<file path="config.mk">
export PLATFORM = sky130hd
export DESIGN_NAME = min_priority_queue_scan
export DESIGN_NICKNAME = d
export VERILOG_FILES = /design/src/sv/mpq_pkg.sv /design/src/sv/min_priority_queue_scan.sv
export VERILOG_INCLUDE_DIRS = /design/src /design/src/sv
export SDC_FILE = /design/constraint.sdc
export NUM_CORES = 2
export LEC_CHECK = 0
export ABC_CLOCK_PERIOD_IN_PS = 4500
export BUFFER_PORTS_ARGS = -buffer_cell sky130_fd_sc_hd__buf_2
export CAP_MARGIN = 20
export CORE_MARGIN = 3
export CORE_UTILIZATION = 57
export CTS_CLUSTER_DIAMETER = 30
export DETAILED_ROUTE_END_ITERATION = 12
export PLACE_DENSITY = 0.8
export SLEW_MARGIN = 40
export SYNTH_ARGS = -nofsm -noshare
export SYNTH_HDL_FRONTEND = slang
export SYNTH_SLANG_ARGS = --single-unit
</file>
<file path="constraint.sdc">
create_clock -name clk -period 4.5 [get_ports clk]
set_input_delay 0.9 -clock clk [delete_from_list [all_inputs] [get_ports clk]]
set_output_delay 0.9 -clock clk [all_outputs]
set_load 0.03 [all_outputs]
</file>
<file path="src/sv/min_priority_queue_scan_macros.svh">
// ----------------------------------------------------------------------------
// min_priority_queue_scan_macros.svh
// Assertion shorthands for the priority queue block, clocked on clk and
// disabled while rst_n is low.
// ----------------------------------------------------------------------------
`ifndef MIN_PRIORITY_QUEUE_SCAN_MACROS_SVH
`define MIN_PRIORITY_QUEUE_SCAN_MACROS_SVH

// same-cycle implication
`define MPQ_ASSERT_IMP(lbl, ante, cons, msg) \
  lbl: assert property (@(posedge clk) disable iff (!rst_n) (ante) |-> (cons)) \
    else $error(msg);

// next-cycle implication
`define MPQ_ASSERT_NXT(lbl, ante, cons, msg) \
  lbl: assert property (@(posedge clk) disable iff (!rst_n) (ante) |=> (cons)) \
    else $error(msg);

`endif

</file>
<file path="src/sv/mpq_pkg.sv">
// ----------------------------------------------------------------------------
// mpq_pkg
// Types and codes for the unsorted-array min-priority queue.
// ----------------------------------------------------------------------------
package mpq_pkg;

  localparam int POS_W  = 5;
  localparam int PRIO_W = 16;
  localparam int FILL_W = 7;

  typedef struct packed {
    logic [POS_W-1:0]  robot_row;
    logic [POS_W-1:0]  robot_col;
    logic [POS_W-1:0]  human_row;
    logic [POS_W-1:0]  human_col;
    logic [PRIO_W-1:0] prio;
  } entry_t;

  typedef enum logic {
    CMD_ENQ = 1'b0,
    CMD_DEQ = 1'b1
  } cmd_t;

  typedef enum logic [1:0] {
    STAT_DEQ   = 2'd0,
    STAT_EMPTY = 2'd1,
    STAT_ENQ   = 2'd2,
    STAT_FULL  = 2'd3
  } status_t;

  typedef enum logic {
    S_IDLE = 1'b0,
    S_SCAN = 1'b1
  } state_t;

endpackage

</file>
<file path="src/sv/min_priority_queue_scan.sv">
// ----------------------------------------------------------------------------
// min_priority_queue_scan
// Min-priority queue held unsorted in one synchronous RAM.
// ----------------------------------------------------------------------------
// Usage:
//   Input: drive the in_ ports and pulse start while busy is low; the word is
//   taken at that edge. in_command 0 enqueues the carried entry, 1 dequeues
//   the entry of smallest priority (lowest index wins a tie).
//   Output: one result word per command, shown for exactly one cycle with
//   out_valid high. The receiver cannot stall; nothing is ever held back.
//   Timing: enqueue and dequeue-on-empty answer in the next cycle and leave
//   busy low, so one such command may be issued every cycle.
//   A dequeue of N held entries streams the RAM one entry per cycle through
//   its single read port, then writes the last entry into the hole and shows
//   the result; busy stays high from the start edge until the result is
//   shown, and falls in that same cycle.
//   Reset (synchronous, rst_n low) empties the queue and idles the
//   controller. RAM contents are not cleared; only entries below the fill
//   count are ever read.
//   Full queue: an enqueue is dropped and reported as full.
// ----------------------------------------------------------------------------
`include "min_priority_queue_scan_macros.svh"

module min_priority_queue_scan #(
  parameter int QUEUE_DEPTH = 64,
  parameter int ROWS        = 16,
  parameter int COLS        = 16
) (
  input  logic                      clk,
  input  logic                      rst_n,
  // command channel
  input  logic                      start,
  output logic                      busy,
  input  logic                      in_command,
  input  logic [mpq_pkg::POS_W-1:0]  in_robot_row,
  input  logic [mpq_pkg::POS_W-1:0]  in_robot_col,
  input  logic [mpq_pkg::POS_W-1:0]  in_human_row,
  input  logic [mpq_pkg::POS_W-1:0]  in_human_col,
  input  logic [mpq_pkg::PRIO_W-1:0] in_priority,
  // result channel
  output logic                      out_valid,
  output logic [1:0]                out_status,
  output logic [mpq_pkg::POS_W-1:0]  out_robot_row,
  output logic [mpq_pkg::POS_W-1:0]  out_robot_col,
  output logic [mpq_pkg::POS_W-1:0]  out_human_row,
  output logic [mpq_pkg::POS_W-1:0]  out_human_col,
  output logic [mpq_pkg::PRIO_W-1:0] out_priority,
  output logic [mpq_pkg::FILL_W-1:0] out_fill_count
);

  localparam int IDX_W = $clog2(QUEUE_DEPTH);
  localparam int CNT_W = $clog2(QUEUE_DEPTH + 1);

  // --------------------------------------------------------------------------
  // Storage: one write port, one registered read port
  // --------------------------------------------------------------------------
  mpq_pkg::entry_t mem [QUEUE_DEPTH];
  mpq_pkg::entry_t rd_data_r;
  logic            mem_we;
  logic [IDX_W-1:0] mem_waddr;
  mpq_pkg::entry_t mem_wdata;

  // --------------------------------------------------------------------------
  // Control and scan state
  // --------------------------------------------------------------------------
  mpq_pkg::state_t  state_r, state_nxt;
  logic [CNT_W-1:0] count_r, count_nxt;
  logic [IDX_W-1:0] issue_idx_r, issue_idx_nxt;   // next address to read
  logic             issue_done_r, issue_done_nxt; // last entry already read
  logic             rd_vld_r, rd_vld_nxt;         // rd_data_r holds a scan word
  logic [IDX_W-1:0] rd_idx_r;                     // its index
  mpq_pkg::entry_t  best_r, best_nxt;             // running minimum
  logic [IDX_W-1:0] best_idx_r, best_idx_nxt;

  // result word registers
  logic             out_valid_r, out_valid_nxt;
  mpq_pkg::status_t out_status_r, out_status_nxt;
  mpq_pkg::entry_t  out_entry_r, out_entry_nxt;
  logic [CNT_W-1:0] out_count_r;

  // helpers
  logic [IDX_W-1:0] last_idx;
  logic             take_new;
  mpq_pkg::entry_t  cand;
  logic [IDX_W-1:0] cand_idx;
  mpq_pkg::entry_t  in_entry;
  mpq_pkg::entry_t  sentinel;

  assign last_idx = IDX_W'(count_r - 1'b1);

  assign in_entry.robot_row = in_robot_row;
  assign in_entry.robot_col = in_robot_col;
  assign in_entry.human_row = in_human_row;
  assign in_entry.human_col = in_human_col;
  assign in_entry.prio      = in_priority;

  // empty dequeue answers with the grid size, low bits only
  assign sentinel.robot_row = mpq_pkg::POS_W'(ROWS);
  assign sentinel.robot_col = mpq_pkg::POS_W'(COLS);
  assign sentinel.human_row = mpq_pkg::POS_W'(ROWS);
  assign sentinel.human_col = mpq_pkg::POS_W'(COLS);
  assign sentinel.prio      = '0;

  // first word seeds the minimum; strict less-than keeps the lowest index on ties
  assign take_new = (rd_idx_r == '0) || (rd_data_r.prio < best_r.prio);
  assign cand     = take_new ? rd_data_r : best_r;
  assign cand_idx = take_new ? rd_idx_r  : best_idx_r;

  // --------------------------------------------------------------------------
  // RAM
  // --------------------------------------------------------------------------
  always_ff @(posedge clk) begin
    if (mem_we) begin
      mem[mem_waddr] <= mem_wdata;
    end
    rd_data_r <= mem[issue_idx_r];
  end

  // --------------------------------------------------------------------------
  // Registers
  // --------------------------------------------------------------------------
  always_ff @(posedge clk) begin
    if (!rst_n) begin
      state_r      <= mpq_pkg::S_IDLE;
      count_r      <= '0;
      issue_idx_r  <= '0;
      issue_done_r <= 1'b1;
      rd_vld_r     <= 1'b0;
      out_valid_r  <= 1'b0;
    end else begin
      state_r      <= state_nxt;
      count_r      <= count_nxt;
      issue_idx_r  <= issue_idx_nxt;
      issue_done_r <= issue_done_nxt;
      rd_vld_r     <= rd_vld_nxt;
      out_valid_r  <= out_valid_nxt;
    end
  end

  // payload, no reset needed
  always_ff @(posedge clk) begin
    rd_idx_r     <= issue_idx_r;
    best_r       <= best_nxt;
    best_idx_r   <= best_idx_nxt;
    out_status_r <= out_status_nxt;
    out_entry_r  <= out_entry_nxt;
    out_count_r  <= count_nxt;
  end

  // --------------------------------------------------------------------------
  // Next state and outputs
  // --------------------------------------------------------------------------
  always_comb begin
    state_nxt      = state_r;
    count_nxt      = count_r;
    issue_idx_nxt  = issue_idx_r;
    issue_done_nxt = issue_done_r;
    rd_vld_nxt     = 1'b0;
    best_nxt       = best_r;
    best_idx_nxt   = best_idx_r;
    mem_we         = 1'b0;
    mem_waddr      = cand_idx;
    mem_wdata      = rd_data_r;
    out_valid_nxt  = 1'b0;
    out_status_nxt = mpq_pkg::STAT_ENQ;
    out_entry_nxt  = '0;

    case (state_r)
      mpq_pkg::S_IDLE: begin
        if (start) begin
          if (in_command == mpq_pkg::CMD_ENQ) begin
            out_valid_nxt = 1'b1;
            if (count_r == CNT_W'(QUEUE_DEPTH)) begin
              out_status_nxt = mpq_pkg::STAT_FULL;
            end else begin
              mem_we         = 1'b1;
              mem_waddr      = count_r[IDX_W-1:0];
              mem_wdata      = in_entry;
              count_nxt      = count_r + 1'b1;
              out_status_nxt = mpq_pkg::STAT_ENQ;
            end
          end else if (count_r == '0) begin
            out_valid_nxt  = 1'b1;
            out_status_nxt = mpq_pkg::STAT_EMPTY;
            out_entry_nxt  = sentinel;
          end else begin
            state_nxt      = mpq_pkg::S_SCAN;
            issue_idx_nxt  = '0;
            issue_done_nxt = 1'b0;
          end
        end
      end
      mpq_pkg::S_SCAN: begin
        // read side: one address per cycle up to the tail
        if (!issue_done_r) begin
          rd_vld_nxt = 1'b1;
          if (issue_idx_r == last_idx) begin
            issue_done_nxt = 1'b1;
          end else begin
            issue_idx_nxt = IDX_W'(issue_idx_r + 1'b1);
          end
        end
        // compare side, in the cycle after each read is issued
        if (rd_vld_r) begin
          best_nxt     = cand;
          best_idx_nxt = cand_idx;
          if (rd_idx_r == last_idx) begin
            // tail word is in rd_data_r: move it into the hole
            mem_we         = 1'b1;
            mem_waddr      = cand_idx;
            mem_wdata      = rd_data_r;
            count_nxt      = count_r - 1'b1;
            out_valid_nxt  = 1'b1;
            out_status_nxt = mpq_pkg::STAT_DEQ;
            out_entry_nxt  = cand;
            state_nxt      = mpq_pkg::S_IDLE;
          end
        end
      end
      default: begin
        state_nxt = mpq_pkg::S_IDLE;
      end
    endcase
  end

  assign busy           = (state_r != mpq_pkg::S_IDLE);
  assign out_valid      = out_valid_r;
  assign out_status     = out_status_r;
  assign out_robot_row  = out_entry_r.robot_row;
  assign out_robot_col  = out_entry_r.robot_col;
  assign out_human_row  = out_entry_r.human_row;
  assign out_human_col  = out_entry_r.human_col;
  assign out_priority   = out_entry_r.prio;
  assign out_fill_count = mpq_pkg::FILL_W'(out_count_r);

  // --------------------------------------------------------------------------
  // Assertions
  // --------------------------------------------------------------------------
  `MPQ_ASSERT_IMP(a_count_bound, 1'b1, count_r <= CNT_W'(QUEUE_DEPTH), "fill count overflow")
  `MPQ_ASSERT_IMP(a_result_idle, out_valid_r, state_r == mpq_pkg::S_IDLE, "result while scanning")
  `MPQ_ASSERT_IMP(a_scan_word, rd_vld_r, state_r == mpq_pkg::S_SCAN, "scan word outside scan")
  `MPQ_ASSERT_NXT(a_enq_answer, start && !busy && in_command == mpq_pkg::CMD_ENQ,
    out_valid && (out_status == mpq_pkg::STAT_ENQ || out_status == mpq_pkg::STAT_FULL),
    "enqueue not answered")

endmodule

</file>
==> summary.txt <==
outcome: finished, violations left
failing checks: DRC
CP startpoint kind: flop
simple logic cell fraction of the synthesized area: 1.70%
GRT met2 Usage: 55.0%
CP Data Required Time: 5.05 ns
grt met3 use: 8.75%
crit path max-delay cell type: o211ai_1
reg2reg start: count_r[0]
Setup TNS: 0 ns
met1 usage: 42.5%
Worst-path clk slew: 0.05 ns
Max Slew Vio Count: 0
Mapped Area: 93400 µm²
Critical Path AT: 4.95 ns
Post-Synth Adder-Cell Area: 0.241%
largest family of logic cells by synthesized area: multiplexers
Vias: 48709
EDFF count, synth: 2346
first-pass GRT wire length: 391000 µm
Slew Limit Headroom: 40.7%
hpwl dp: 132000 µm
drt wl/cell: 39.8 µm
pwr dens: 511 nW/µm²
Post-Syn Instances: 3918
Antenna Nets Post-Route: 0
Finished Layout Cells: 6919
CTS tree: yes
DRC viols: 18
PortBufs: 86
Critical Path, Cell by Cell: inv_1 -> ha_1 -> nor3b_4 -> nand3_1 -> nand2_2 -> nand3_1 -> o211ai_1 -> nand4b_1 -> buf_4 -> buf_4 -> nor2_4 -> buf_6
grt ovf: 0
Clock Root Buffer: clkbuf_16
flop-to-flop setup slack: 0.1 ns
clk buf depth: 4
Die W: 411 µm
CTS Hold Bufs: 0
largest net degree at the start of global routing: 90
Leak Pwr: 35.4 nW
GPL Wtd Cong: 0.893
nets@finish: 4481
critical path endpoint: mem[4][23]
Syn-to-layout area delta: 20.4%
crit-path max cell delay: 0.55 ns
number of vias per cell: 7.04
routed wire length: 276000 µm
1st-iter DRT viols: 8614
Num CTS Buffers: 399
flops & latches, synth: 2450
initial antenna violation count: 38
Worst Skew: 0.0681 ns
CP startpoint: count_r[0]
H-tree Lvls: 5
busiest grt layer: met2
critical path class: reg2reg
drt first pass iters: 13
max-cap violations: 0
starting density of the core: 57.8%
Critical Path Sink Type: flop
share of the synthesized area in the top cell type: 75.4%
Core Box Area: 162000 µm²
Syn Nets: 3976
Die ar.: 169000 µm²
clk sinks: 2450
commonest non-fill, non-tap cell in the layout: edfxtp_1
Yosys cell types: 60
worst-skew pair later-pin latency: 0.97 ns
R2R Path End: mem[4][23]
Synth Area in XOR/XNOR: 0.255%
Hold/Removal Path Class: in2reg
Overall Global Routing Usage: 33.2%
fillers: 8534
final setup vio count: 0
most frequent cells in the layout: edfxtp_1 (2346), mux4_2 (756), clkbuf_16 (405)
ys flop type: edfxtp_1
Avg Cell Area, Syn: 23.8 µm²
Final min period: 4.40 ns
Worst Tran Pin Value: 0.889 ns
Yosys top cell by area: edfxtp_1
crit-path max FO: 36
VDD IR max: 0.500 mV
die height: 411 µm
period utilization: 97.8%
async set-reset flop share out of synthesis: 0%
Peak Freq: 227 MHz
register area share after synthesis: 77.7%
share of layout cells above drive strength 1: 38.6%
synth top area cells: edfxtp_1 (75%), mux4_2 (18%), dfxtp_1 (2.2%)
Synth Area in Compound Gates: 0.579%
Post-Place Cells: 6171
post-synthesis mux area share: 18.5%
vias in the first global route: 49594
worst reg2reg path depth: 12
Synth Warn #: 0
Rows: 147
Fin. Hold Viols: 0
RSZ-0062 raised after global routing: no
I/O pin cnt: 87
-- cell usage after synthesis, types with 18 or more instances --
library cell / number
mux4_2: 756
mux2_2: 20
edfxtp_1: 2346
buf_1: 50
nor2b_1: 33
clkbuf_1: 96
dfxtp_1: 104
ha_1: 18
nand2_1: 162
o21ai_0: 28
nor2_1: 82
buf_2: 45
inv_1: 24
-- cell type report --
class,count,area (µm²),share of cell area (%)
antenna,15,37.5,0.0334
timing repair buffer,306,3380,3.01
clock buffer,451,10400,9.22
tap,2160,2700,2.40
multi-input combinational,1242,20400,18.2
sequential,2450,72500,64.5
clock inverter,271,2910,2.59
inverter,24,90.1,0.0801
-- power breakdown --
| part | total [W] | internal [W] | switching, W |
|---|---|---|---|
| combinational | 0.00134 | 0.000257 | 0.00108 |
| clock | 0.0308 | 0.0192 | 0.0116 |
| sequential | 0.0254 | 0.0254 | 0.0000463 |
| total | 0.0575 | 0.0448 | 0.0127 |
-- cell families (layout without fill, tap and decap cells) --
| group | Yosys count | after routing |
|---|---|---|
| flip-flops | 2450 | 2450 |
| multiplexers | 782 | 782 |
| AND/OR/NAND/NOR | 341 | 341 |
| buffers and inverters | 226 | 1052 |
| AO/OA/AOI/OAI | 77 | 77 |
| XOR/XNOR | 24 | 24 |
| adder cells (fa/ha/maj) | 18 | 18 |
| other | 0 | 15 |
-- metal layers --
layer	up-vias	part of all wire, %
li1	17894	-
met1	25390	32
met2	4520	51
met3	879	12
met4	26	4.4
met5	-	0.087
-- how the worst min path moves through the flow --
stage                   start           end  slack (ns)  cells past startpoint
6_report                rst_n    count_r[4]        0.28                      2
2_1_floorplan  issue_idx_r[2]   rd_idx_r[2]        0.33                      0
3_3_place_gp     issue_done_r  issue_done_r        0.46                      1
3_5_place_dp     issue_done_r  issue_done_r        0.48                      1
4_1_cts                 rst_n    count_r[4]        0.25                      2
5_1_grt                 rst_n    count_r[4]        0.28                      2
-- state kept, by name (all words and copies together) (netlist names), 6 cells and up --
register / flops
mem: 2304
issue_idx_r: 6
out_priority: 16
rd_idx_r: 6
rd_data_r: 36
out_fill_count: 7
best_r: 36
best_idx_r: 6
count_r: 7
-- per-stage QoR --
stage / worst slack (ns) / hold slack, ns / area, µm² / total power (W) / util [%]
after floorplan: -0.00837 / 0.329 / 93400 / 0.0265 / -
after global placement: 0.359 / 0.463 / 98700 / 0.0270 / 61.0
after detailed placement: 0.507 / 0.482 / 99000 / 0.0271 / 61.2
after CTS: 0.216 / 0.252 / 112000 / 0.0576 / 69.4
after global routing: 0.0515 / 0.281 / 112000 / 0.0585 / 69.5
final: 0.0988 / 0.280 / 112000 / 0.0575 / 69.6
-- worst max-delay path: cells and delay by family (launching register included) --
family | cells | cell delay (ns)
buffers and inverters | 4 | 1.09
adder cells (fa/ha/maj) | 1 | 0.27
AO/OA/AOI/OAI | 1 | 0.55
AND/OR/NAND/NOR | 6 | 1.65
flip-flops | 1 | 0.38
-- what timing repair did --
action / 4_1_cts / 5_1_grt
buffers inserted: 0 / 7
gates resized for setup: 0 / 2
endpoints found under the setup margin: 0 / 66
(Power assumes the default switching activity.)
